$ cat src/rtl/gsl_pkg.sv
// Shared constants and types for the gain stage with soft-knee limiter.
`timescale 1ns / 1ps
package gsl_pkg;

  // Default sample width, Q1.(N-1)
  localparam int unsigned DEF_SAMPLE_BITS = 24;

  // Gain register, unsigned Q2.14
  localparam int unsigned GAIN_BITS = 16;
  localparam int unsigned GAIN_FRAC = 14;
  localparam logic [GAIN_BITS-1:0] GAIN_ONE = 16'd16384;
  localparam logic [GAIN_BITS-1:0] GAIN_MAX = 16'd32768;

  // Default widths of the divider chain, derived from the sample width
  localparam int unsigned DEF_MAG_BITS = DEF_SAMPLE_BITS + 1;
  localparam int unsigned DEF_REM_BITS = 2 * DEF_SAMPLE_BITS + 4;
  localparam int unsigned DEF_QUO_BITS = DEF_SAMPLE_BITS - 4;

  // Per-request control that rides along the pipeline
  typedef struct packed {
    logic valid;
    logic neg;
    logic lim;
    logic knee;
  } gsl_ctl_t;

endpackage

$ cat src/rtl/gsl_div_cell.sv
// One restoring-division cell of the limiter divider chain.
`timescale 1ns / 1ps
module gsl_div_cell import gsl_pkg::*; #(
  parameter int unsigned MAG_BITS = DEF_MAG_BITS,
  parameter int unsigned REM_BITS = DEF_REM_BITS,
  parameter int unsigned QUO_BITS = DEF_QUO_BITS
) (
  input  logic                clk_i,
  input  logic                rst_ni,
  input  gsl_ctl_t            ctl_i,
  input  logic [MAG_BITS-1:0] mag_i,
  input  logic [REM_BITS-1:0] rem_i,
  input  logic [REM_BITS-1:0] dv_i,
  input  logic [QUO_BITS-1:0] quo_i,
  output gsl_ctl_t            ctl_o,
  output logic [MAG_BITS-1:0] mag_o,
  output logic [REM_BITS-1:0] rem_o,
  output logic [REM_BITS-1:0] dv_o,
  output logic [QUO_BITS-1:0] quo_o
);

  gsl_ctl_t            ctl_q;
  logic [MAG_BITS-1:0] mag_q;
  logic [REM_BITS-1:0] rem_d, rem_q;
  logic [REM_BITS-1:0] dv_q;
  logic [QUO_BITS-1:0] quo_d, quo_q;
  logic                fits;

  // one quotient bit: trial subtract of the shifted divisor
  always_comb begin
    fits  = (rem_i >= dv_i);
    rem_d = fits ? (rem_i - dv_i) : rem_i;
    quo_d = {quo_i[QUO_BITS-2:0], fits};
  end

  always_ff @(posedge clk_i or negedge rst_ni) begin
    if (!rst_ni) begin
      ctl_q <= '0;
    end else begin
      ctl_q <= ctl_i;
    end
  end

  always_ff @(posedge clk_i) begin
    mag_q <= mag_i;
    rem_q <= rem_d;
    dv_q  <= dv_i >> 1;
    quo_q <= quo_d;
  end

  assign ctl_o = ctl_q;
  assign mag_o = mag_q;
  assign rem_o = rem_q;
  assign dv_o  = dv_q;
  assign quo_o = quo_q;

endmodule

$ cat config.mk
export PLATFORM = sky130hd
export DESIGN_NAME = gsl_div_cell
export DESIGN_NICKNAME = d
export VERILOG_FILES = /design/src/rtl/gsl_pkg.sv /design/src/rtl/gsl_div_cell.sv
export SDC_FILE = /design/constraint.sdc
export NUM_CORES = 1
export LEC_CHECK = 0
export BUFFER_PORTS_ARGS = -buffer_cell sky130_fd_sc_hd__buf_2
export CORE_UTILIZATION = 48
export DETAILED_ROUTE_END_ITERATION = 7
export GPL_TIMING_DRIVEN = 0
export PLACE_DENSITY = 0.82
export SLEW_MARGIN = 15
export SYNTH_ARGS = -nofsm -noshare
export SYNTH_HDL_FRONTEND = slang
export SYNTH_SLANG_ARGS = --single-unit
$ cat constraint.sdc
create_clock -name clk_i -period 0.8 [get_ports clk_i]
set_input_delay 0.16 -clock clk_i [delete_from_list [all_inputs] [get_ports clk_i]]
set_output_delay 0.16 -clock clk_i [all_outputs]
set_load 0.02 [all_outputs]
==> results.md, run 1 <==
Run status:
- The run stopped with a tool error.
- Progress stopped at global routing (5_1_grt).
- The tool reported: "[ERROR GRT-0232] Routing congestion too high. Check the congestion heatmap in the GUI".

GRT:
- In the global route stage, overall resource usage came out at between 90% and 100%.
- The residual overflow from global routing is 1170.
- The maximum number of pins on one net before global-route repair is 17.

Place:
- The weighted congestion at the end of routability-driven global placement is 0.9001.
- The setup slack after placement is -2.390 ns.
- The placement-stage cell area is 8843 um^2.
- The number of placed instances, taps included is between 1000 and 1500.
- The HPWL after detailed placement is 15.97 mm.
- The number of port buffers is 305.

Synth:
- The average size of a mapped cell is 8.847 um^2.
- Synthesis instantiated 68 different standard cells from the library.
- Counting flops with a built-in enable in the synthesized netlist gives 0.
- The number of nets in the synthesized netlist is 988.
- Synthesis inferred 152 register bits.
- Summing the sequential cell areas from Yosys gives between 40% and 50% of the chip area.
- The yosys synthesis warning count is 0.
- After synthesis, the share of flip-flops with an asynchronous set or reset is 2.632%.
- The gate count after technology mapping is 780.
- The cell area after technology mapping is 6900 um^2.
- The predominant post-synthesis flop cell is sky130_fd_sc_hd__dfxtp_1.

CTS:
- The deepest clock path buffer count is 2.
- The cell sitting at the root of the clock tree is a sky130_fd_sc_hd__clkbuf_16.
- The clock sink total is between 150 and 200.
- TritonCTS created 17 clock buffers.
- The H-tree level count is 4.

Floorplan:
- The initial utilization of the core area, before any placement, comes to 49.52%.
- The die is roughly 120 um tall.
- The top-level I/O count is just over 300.
- The floorplan has 43 rows.
- The die span in x is 121.9 um.

Timing:
- After global-route timing repair, the worst endpoint was rem_o[51]$_DFF_P_/D.
- The classification of the worst endpoint is a register input.
==> cell families after synthesis <==
logic type | count (synthesis) | share of synthesized area (%)
compound gates | 234 | 21.16
simple gates | 191 | 12.73
flops | 152 | 44.39
buf+inv | 102 | 5.947
fa+ha+maj | 53 | 9.719
xor+xnor | 46 | 5.839
other cells | 1 | 0.05434
mux | 1 | 0.1632
==> stage by stage <==
stage,setup TNS [ns],utilization (%),hold slack (ns)
floorplan,-79.25,-,-0.1356
global placement,-119.97,63.46,-0.03310
detailed placement,-118.64,63.46,-0.02884
CTS,-108.61,93.54,0.001063
==> timing repair <==
| item | in CTS |
|---|---|
| pin swaps | 84 |
| hold endpoints to repair | 146 |
| setup endpoints to repair | 205 |
| gates cloned | 8 |
| setup buffers | 34 |
| hold buffers | 143 |
| gates resized for setup | 665 |
==> metal layers <==
| metal | GRT overflow | global-route usage [%] |
|---|---|---|
| met1 | 9 | 85.40 |
| met2 | 927 | 131.5 |
| met3 | 4 | 60.35 |
| met4 | 230 | 114.0 |
| met5 | 0 | 11.11 |
==> Yosys cell counts, drive strengths merged, types with 2 or more instances <==
| cell | count | area [um^2] |
|---|---|---|
| dfxtp | 148 | 2963 |
| nand2 | 95 | 356.6 |
| o21ai | 77 | 385.4 |
| a21oi | 74 | 381.6 |
| inv | 72 | 270.3 |
| ha | 52 | 650.6 |
| nor2 | 27 | 101.4 |
| xnor2 | 27 | 236.5 |
| xor2 | 19 | 166.4 |
| a21o | 18 | 135.1 |
| clkbuf | 17 | 63.81 |
| nand4 | 14 | 87.58 |
| buf | 13 | 76.32 |
| nand3 | 11 | 55.05 |
| o21a | 11 | 90.08 |
| nor3 | 9 | 45.04 |
| o21bai | 9 | 67.56 |
| and2 | 7 | 45.05 |
| nand2b | 7 | 43.79 |
| a21boi | 5 | 37.54 |
| a31oi | 5 | 31.28 |
| a211oi | 4 | 35.03 |
| and3 | 4 | 25.02 |
| dfrtp | 4 | 100.1 |
| nor2b | 4 | 25.02 |
| o211ai | 4 | 30.03 |
| a2111o | 3 | 33.78 |
| a31o | 3 | 26.28 |
| a41oi | 3 | 26.28 |
| o31ai | 3 | 36.28 |
| or3 | 3 | 20.02 |
| nand3b | 2 | 15.01 |
| nor4 | 2 | 12.51 |
| o2111ai | 2 | 23.77 |
| or2 | 2 | 12.51 |
==> run 2, diff against run 1 <==
--- a/config.mk
+++ b/config.mk
@@ -6,10 +6,10 @@
 export NUM_CORES = 1
 export LEC_CHECK = 0
 export BUFFER_PORTS_ARGS = -buffer_cell sky130_fd_sc_hd__buf_2
-export CORE_UTILIZATION = 48
+export CORE_UTILIZATION = 40
 export DETAILED_ROUTE_END_ITERATION = 7
 export GPL_TIMING_DRIVEN = 0
-export PLACE_DENSITY = 0.82
+export PLACE_DENSITY_LB_ADDON = 0.15
 export SLEW_MARGIN = 15
 export SYNTH_ARGS = -nofsm -noshare
 export SYNTH_HDL_FRONTEND = slang
==> run 2 against run 1 <==
- the flow now finishes, with violations (setup timing)
- synthesized cell count unchanged
- synthesized area stayed put
==> results.md, run 2 <==
Synth:
- Dividing the synthesized area by the synthesized cell count gives 8.847 um^2.
- The most area-hungry cell type in the Yosys netlist is sky130_fd_sc_hd__dfxtp_1.
- The predominant post-synthesis flop cell is sky130_fd_sc_hd__dfxtp_1.
- In the synthesized netlist, the number of instances is 780.
- The number of nets in the synthesized netlist is 988.
- By area the synthesized netlist is led by sky130_fd_sc_hd__dfxtp_1 (43%), sky130_fd_sc_hd__ha_1 (9.4%), sky130_fd_sc_hd__o21ai_0 (5.5%), sky130_fd_sc_hd__nand2_1 (5.2%), sky130_fd_sc_hd__a21oi_1 (5.1%).
- Of all flip-flops after synthesis, the portion carrying an async set or reset was 2.632%.
- The sequential cell area fraction in the yosys report is 44.39%.
- The count of distinct cell types in the synthesized netlist is just under 70.
- By instance count, the leading cell after synthesis is sky130_fd_sc_hd__dfxtp_1.
- The share of synthesized area in the top cell type comes to around 43%.
- After synthesis the netlist holds a flip-flop and latch count of 152.
- The commonest cells after synthesis are sky130_fd_sc_hd__dfxtp_1 (148), sky130_fd_sc_hd__nand2_1 (95), sky130_fd_sc_hd__o21ai_0 (76), sky130_fd_sc_hd__inv_1 (72), sky130_fd_sc_hd__a21oi_1 (71).
- The synthesized netlist occupies a cell area of slightly below 7000 um^2.
- The number of flops mapped to enable cells by yosys is 0.
- For this run, the number of Yosys warnings is 0.

Place:
- The weighted congestion at the end of routability-driven global placement is ~0.89.
- Once placement finished, the instance area stood at 8894 um^2.
- The wire-length estimate of the detail-placed layout is 16.70 mm.
- The number of port buffers is 305.

Worst setup path:
- The data arrival at the endpoint of the critical path is 2.82 ns.
- The element type at the critical path end is a register.
- The peak fanout along the critical path is 5.
- The sort of element at the start of the critical path is a primary input.
- Data on the critical path is required at its endpoint by 1.12 ns.
- The worst setup path is of the primary input to register kind.

Floorplan:
- The die span in x is roughly 130 um.
- In this run the standard cell core region covers 16700 um^2.
- During I/O placement, the number of pins put on the boundary was a little over 300.
- The die is around 130 um tall.
- The effective utilization at floorplan is 41.32%.
- The die covers 17780 um^2.
- The number of rows in the core area is 47.

GRT:
- The first-pass GRT wire length is 42.59 mm.
- Entering global routing, the biggest net connects 19 pins.
- The overall routing resource usage is a little under a third.
- The number of global-route vias before repair was 8181.
- The residual overflow from global routing is 0.
- The number of antenna violations at the first check in global routing is 6.

Timing:
- The fmax is 400.0 MHz.
- The number of endpoints with negative hold slack in the final report came to 0.
- The number of failing setup endpoints in the final timing report is 205.
- The max-slew violation count is 0.
- The final worst-path cycle share is 312.5%.
- The tightest hold path in the finished design has a slack of between 0.03 and 0.04 ns.
- For the final routed database, the setup TNS stands at -113.08 ns.
- Once routing completed, OpenROAD measured the worst setup slack at -1.700 ns.
- The actual slew at the worst max-slew pin is around 0.57 ns.
- The minimum clock period after layout is 2.500 ns.
- Measured against its own limit, the worst slew margin works out to 61.34%.
- Setup repair after global routing could not meet its margin everywhere.

Route:
- Dividing the detail-routed wire length by the instance count gives 19.00 um.
- The total DRC errors in the routed layout is 0.
- The number of nets with antenna violations after detailed routing is 0.
- The detailed router's first-iteration violation count is 565.
- Detailed routing inserted a total of 7984 vias.
- The count of TritonRoute iterations in the first routing pass is 8.
- After detailed routing, the number of vias per cell comes to 5.205.
- Summed over all layers, the routed wires come to 29.15 mm.

Finish:
- In the layout the commonest cells are sky130_fd_sc_hd__buf_6 (172), sky130_fd_sc_hd__dfxtp_2 (148), sky130_fd_sc_hd__dlygate4sd3_1 (146).
- The number of filler cells placed in the layout is approximately 900.
- The final standard cell area without fillers is about 14000 um^2.
- The most common library cell in the layout ignoring fill and taps is sky130_fd_sc_hd__buf_6.
- Compared with the post-synthesis result, the final layout area differs by 100.9%.
- The proportion of layout cells with a drive suffix above 1 is between 50% and 60%.
- The flip-flop count of the largest register, all copies and words added is 52.
- The number of nets at the end of the flow is between 1500 and 2000.
- The post-layout utilization of the core is 82.99%.

Hold path:
- In this run the worst hold path is classified as primary input to register.

CTS:
- The clock slew at the register clock pins of the worst setup and hold paths is 0.07 ns.
- The clock tree synthesis step divided the H-tree into 4 levels.
- In this run the deepest clock path goes through 2 buffers.
- The clock sink total is 152.
- The root buffer cell is sky130_fd_sc_hd__clkbuf_16.
- TritonCTS built the clock tree.
- The clock buffer count from CTS is 17.

Power:
- The sequential fraction of design power is around 33%.
- The part of the power in combinational logic is 36.5%.
- The part of the power in the clock network is 30.5%.
- Net switching is 34.54% of the power.
- The internal portion of the total power is approximately 18 mW.
- The worst-case IR drop observed on VDD is 1.609 mV.
- The power density of the placed cells is 1933 nW/um^2.
- The leakage power figure is 6.319 nW.
- Summed over all nets, the switching power comes to 9.252 mW.

Run status:
- The final reports fail on setup timing.
- The run finished, with violations left.

Job:
- Across the run, the number of max-cap violations was 0.
## run 2: cell counts after synthesis
No cell type changed its count.
## run 2: critical path, stage by stage
cell	delay, ns
sky130_fd_sc_hd__buf_2	0.14
sky130_fd_sc_hd__ha_4	0.28
sky130_fd_sc_hd__nand4_1	0.18
sky130_fd_sc_hd__buf_4	0.19
sky130_fd_sc_hd__a2111o_1	0.30
sky130_fd_sc_hd__a31oi_2	0.18
sky130_fd_sc_hd__o31a_1	0.29
sky130_fd_sc_hd__o21a_4	0.18
sky130_fd_sc_hd__o31ai_4	0.09
sky130_fd_sc_hd__a2111o_1	0.41
sky130_fd_sc_hd__a211o_1	0.27
sky130_fd_sc_hd__o211a_1	0.13
## run 2: path summary, 6_finish.rpt
| check | startpoint | to | cells past startpoint |
|---|---|---|---|
| max | rem_i[9] | rem_o[51]$_DFF_P_ | 12 |
| min | dv_i[0] | rem_o[0]$_DFF_P_ | 3 |
| max in group asynchronous | rst_ni | ctl_o[2]$_DFF_PN0_ | 2 |
| min in group asynchronous | rst_ni | ctl_o[1]$_DFF_PN0_ | 2 |
## run 2: routing by layer
layer / routed length [um] / global-route usage [%] / up-vias
li1: - / - / 3740
met1: 10510 / 32.77 / 3769
met2: 15380 / 56.94 / 378
met3: 2032 / 7.915 / 97
met4: 1229 / 14.14 / 0
met5: 0 / 0 / -
## run 2: cell families after synthesis
group,Yosys count,share of synthesized area [%]
fa+ha+maj,53,9.719
xor+xnor,46,5.839
mux,1,0.1632
buf+inv,102,5.947
compound gates,234,21.16
flops,152,44.39
simple gates,191,12.73
other cells,1,0.05434
## run 2: final cells by class
class                      count  area, um^2  area share (%)
clock inverter                15       180.2           1.300
antenna                        5       12.51         0.09028
timing repair buffer         505        4668           33.68
inverter                      72       305.3           2.203
clock buffer                  17       425.4           3.069
multi-input combinational    526        4472           32.27
sequential                   152        3248           23.44
buffer                        22       272.8           1.968
tap                          220       275.3           1.986
## run 2: repair_timing
item | CTS | global route
endpoints found under the hold margin | 149 | 0
cloned | 9 | 2
pin swaps | 75 | 58
resized for setup | 685 | 125
hold buffers | 146 | 0
setup buffers | 38 | 9
setup endpoints to repair | 205 | 205
## run 2: power by group through the flow
stage / clock (mW) / combinational (mW) / sequential, mW
4_1_cts: 8.23 / 8.82 / 8.80
3_5_place_dp: 0 / 5.73 / 8.64
6_report: 8.17 / 9.78 / 8.83
5_1_grt: 8.61 / 10.3 / 8.89
2_1_floorplan: 0 / 2.78 / 9.63
3_3_place_gp: 0 / 5.71 / 8.62
## run 2: stage by stage
step	setup slack [ns]	cells	total power, mW
floorplan	-1.700	780	12.41
global placement	-2.421	1305	14.33
detailed placement	-2.445	1305	14.37
CTS	-1.673	1525	25.85
global route	-1.730	1534	27.82
finish	-1.700	1534	26.79
(Power assumes the default switching activity.)
==> run 3, diff against run 2 <==
--- a/config.mk
+++ b/config.mk
@@ -5,6 +5,7 @@
 export SDC_FILE = /design/constraint.sdc
 export NUM_CORES = 1
 export LEC_CHECK = 0
+export ABC_AREA = 1
 export BUFFER_PORTS_ARGS = -buffer_cell sky130_fd_sc_hd__buf_2
 export CORE_UTILIZATION = 40
 export DETAILED_ROUTE_END_ITERATION = 7
==> run 3 against run 2 <==
- the flow still finishes with violations (setup timing)
- global-route usage is 1.7 points higher
- critical path depth rose by 4
- clock power grew 2.7%
- setup slack better by 0.79 ns
- synthesized area up 26%
- core utilization is 5.4 points lower
- die area up 25%
- combinational power grew 15%
- cell count up 42%
- flip-flop and latch count stayed put
- first-iteration DRC count rose by 8.3%
- total power up 6.4%
- critical path type unchanged
- largest cell class is now multi-input gates
- largest power group unchanged
- highest routed layer unchanged
==> results.md, run 3 <==
Run status:
- The flow ran to the end, but the final reports show violations.
- The final reports fail on setup timing.

Synth:
- The count of distinct cell types in the synthesized netlist is 36.
- Yosys instantiated no cell more often than sky130_fd_sc_hd__nand2_1.
- The cell area after technology mapping is 8678 um^2.
- The average instance in the mapped netlist occupies between 6 and 7 um^2.
- The commonest cells after synthesis are sky130_fd_sc_hd__nand2_1 (498), sky130_fd_sc_hd__inv_1 (314), sky130_fd_sc_hd__dfxtp_1 (148), sky130_fd_sc_hd__nor2_1 (80), sky130_fd_sc_hd__nand3_1 (57).
- The number of flops mapped to enable cells by yosys is 0.
- The flop and latch count out of synthesis is 152.
- The yosys synthesis warning count is 0.
- The most area-hungry cell type in the Yosys netlist is sky130_fd_sc_hd__dfxtp_1.
- The net count after synthesis is 1560.
- The sequential cell area fraction in the yosys report is between 30% and 40%.
- The share of Yosys cell area claimed by the top area cell type is between 30% and 40%.
- The predominant post-synthesis flop cell is sky130_fd_sc_hd__dfxtp_1.
- In the post-synthesis netlist, the biggest area contributors are sky130_fd_sc_hd__dfxtp_1 (34%), sky130_fd_sc_hd__nand2_1 (22%), sky130_fd_sc_hd__inv_1 (14%), sky130_fd_sc_hd__ha_1 (7.5%), sky130_fd_sc_hd__nor2_1 (3.5%).
- The gate count after technology mapping is 1352.
- The async set-or-reset flop fraction in the synthesized netlist is 2.632%.

Place:
- At the end of routability-driven placement, the weighted congestion stood at 0.9657.
- Buffers placed on the I/O ports in this run total 305.
- Detailed placement ended at an HPWL of 24.19 mm.

Timing:
- The sum of negative setup slack is -83.25 ns.
- The max-slew violation count is 0.
- The worst setup slack after layout is -0.9123 ns.
- The minimum clock period after layout is 1.712 ns.
- The fmax is 584.0 MHz.
- The final worst-path cycle share is 214.0%.
- The number of endpoints with negative hold slack in the final report was 0.
- The number of failing setup endpoints in the final timing report is between 200 and 250.
- Setup repair after global routing could not meet its margin everywhere.

Finish:
- The number of nets at the end of the flow is approximately 2100.
- The proportion of layout cells with a drive suffix above 1 is between 40% and 50%.
- The area growth from synthesis to layout is 89.09%.
- The register with the most flip-flops in the layout has 52 of them.
- In the layout the commonest cells are sky130_fd_sc_hd__nand2_1 (385), sky130_fd_sc_hd__inv_1 (276), sky130_fd_sc_hd__buf_6 (164).
- Leaving out fill and tap cells, the most frequent cell in the layout is sky130_fd_sc_hd__nand2_1.

Floorplan:
- The effective utilization at floorplan is 41.02%.
- The die covers 22290 um^2.
- Row generation in the floorplan step produced 53 rows.
- The floorplan step set the die width to about 150 um.
- The total area inside the core boundary comes to 21150 um^2.
- From bottom edge to top edge, the die measures 149.3 um.
- The top-level I/O count is 308.

Worst setup path:
- STA classifies the critical path startpoint as a primary input.
- The worst-path cell with the longest stage delay is sky130_fd_sc_hd__ha_4.
- The total buffers and inverters traversed by the critical path is 7.
- The critical path class is primary input to register.
- For this run, the slowest stage of the critical path takes 0.30 ns.
- STA puts the critical path data required time at about 1.2 ns.
- Among the stages of the critical path, the cell type that occurs most often is sky130_fd_sc_hd__buf_12.
- The number of cells on the critical path is 16.
- Tracing the worst setup path back leads to its startpoint at rem_i[25].
- The element type at the critical path end is a register.
- Traced cell by cell, the critical path runs through buf_8 -> ha_4 -> buf_12 -> nand2_4 -> nor2_4 -> inv_4 -> nor2_4 -> nand2_2 -> inv_2 -> nand4_4 -> buf_12 -> nand3_4 -> buf_12 -> buf_12 -> nand2_4 -> o21ai_2.
- The peak fanout along the critical path is 8.
- The data arrival at the endpoint of the critical path is 2.09 ns.
- The last element of the critical path is rem_o[26]$_DFF_P_.
- The category of cells accounting for the largest share of critical-path delay is buffers and inverters.

Power:
- In this run the static leakage power is 8.498 nW.
- The sum of internal, switching and leakage power is 28.51 mW.
- The power density of the placed cells is between 1500 and 2000 nW/um^2.
- The worst vdd rail ir drop is approximately 1.2 mV.

GRT:
- The residual overflow from global routing is 0.
- The first global-routing pass estimated 54.83 mm of wire.
- The number of antenna violations at the first check in global routing is 1.
- Across every metal layer, demand over resource in global routing totals 32.59%.
- The number of global-route vias before repair came to 10410.
- The maximum number of pins on one net before global-route repair is 17.

Route:
- The via total after detailed routing is 10630.
- For this block, the initial DRC count from the detailed router was ~600.
- The count of TritonRoute iterations in the first routing pass is 5.
- The number of nets with antenna violations after detailed routing is 0.
- In the final routed layout, each cell accounts on average for approximately 18 um.
- For this block, the routed nets add up to 39.46 mm of wire.
- For this run, design rule violations remaining after detail routing come to 0.
- The average vias per placed instance is 4.896.

CTS:
- The clock slew at the register clock pins of the worst setup and hold paths is 0.07 ns.
- TritonCTS built the clock tree.
- Clock tree synthesis selected as its root buffer the cell sky130_fd_sc_hd__clkbuf_16.
- TritonCTS created 17 clock buffers.
- The deepest clock path buffer count is 2.
- The clock drives around 150 sinks.
- The H-tree level count is 4.

Job:
- Max-cap violations in this run came to 0.

Hold path:
- In this run the most critical hold path is launched from rem_i[24].
- The class of the tightest hold or removal check is primary input to register.
## run 3: cell types whose count changed after synthesis, moves of 10 or more
cell / previous run / this run
sky130_fd_sc_hd__a21o_1: 18 / 0
sky130_fd_sc_hd__inv_1: 72 / 314
sky130_fd_sc_hd__o21ai_0: 76 / 5
sky130_fd_sc_hd__o21ai_1: 1 / 28
sky130_fd_sc_hd__buf_2: 10 / 0
sky130_fd_sc_hd__a21oi_1: 71 / 28
sky130_fd_sc_hd__nand3_1: 11 / 57
sky130_fd_sc_hd__nand2_1: 95 / 498
sky130_fd_sc_hd__clkbuf_1: 17 / 6
sky130_fd_sc_hd__nand4_1: 14 / 33
sky130_fd_sc_hd__nor2_1: 27 / 80
sky130_fd_sc_hd__xnor2_1: 27 / 1
sky130_fd_sc_hd__nand3b_1: 2 / 14
## run 3: cell type report
cell class,instances,area [um^2]
antenna,1,2.502
buffer,10,162.7
clock buffer,18,429.2
clock inverter,14,160.2
fill,1445,4745
inverter,324,1257
multi-input combinational,862,5998
sequential,152,3248
tap,275,344.1
timing repair buffer,515,4807
## run 3: repair_timing
action	4_1_cts	5_1_grt
cloned	7	4
endpoints found under the setup margin	205	205
buffers inserted	60	19
resized for setup	694	168
hold buffers	125	2
pin swaps	56	52
hold endpoints to repair	130	2
## run 3: where the power goes
group | leakage [nW] | internal (mW) | total, mW | switching [mW]
sequential | 1.30 | 8.49 | 8.90 | 0.402
combinational | 6.91 | 5.21 | 11.2 | 6.01
clock | 0.286 | 4.45 | 8.39 | 3.95
## run 3: how the worst min path moves through the flow
stage                         endpoint  slack [ns]  cells past startpoint
CTS                   dv_o[19]$_DFF_P_       -0.16                      1
detailed placement  ctl_o[3]$_DFF_PN0_       -0.03                      1
global route         rem_o[24]$_DFF_P_       0.002                      3
global placement    ctl_o[3]$_DFF_PN0_       -0.04                      1
finish               rem_o[24]$_DFF_P_       0.006                      3
floorplan           ctl_o[0]$_DFF_PN0_       -0.14                      0
## run 3: metrics by stage
step	hold WS, ns	setup WS (ns)	utilization, %	area [um^2]	cells
6_report	0.006294	-0.9123	77.57	16410	2171
5_1_grt	0.002116	-0.9613	77.57	16410	2171
4_1_cts	-0.1642	-0.8146	73.76	15600	2153
3_5_place_dp	-0.03164	-1.663	52.04	11010	1932
3_3_place_gp	-0.03560	-1.691	52.04	11010	1932
2_1_floorplan	-0.1356	-0.9004	-	9139	1352
## run 3: routing by layer
layer,share of wire (%),global-route usage (%)
met1,39,38.10
met2,50,58.81
met3,7.2,5.719
met4,4.5,12.30
met5,0,0
## run 3: cells by family (layout without fill, tap and decap cells)
family                   Yosys count  count (layout)  synth area share [%]
AND/OR/NAND/NOR                  708             709                 34.28
buffers and inverters            339             881                 15.31
flip-flops                       152             152                 35.29
AO/OA/AOI/OAI                     71              71                 4.513
adder cells (fa/ha/maj)           53              53                 7.728
XOR/XNOR                          28              28                 2.826
other                              1               2               0.04321
## run 3: tightest hold or removal path: stages
cell                      delay (ns)
sky130_fd_sc_hd__buf_2          0.13
sky130_fd_sc_hd__inv_1          0.07
sky130_fd_sc_hd__o21ai_2        0.06
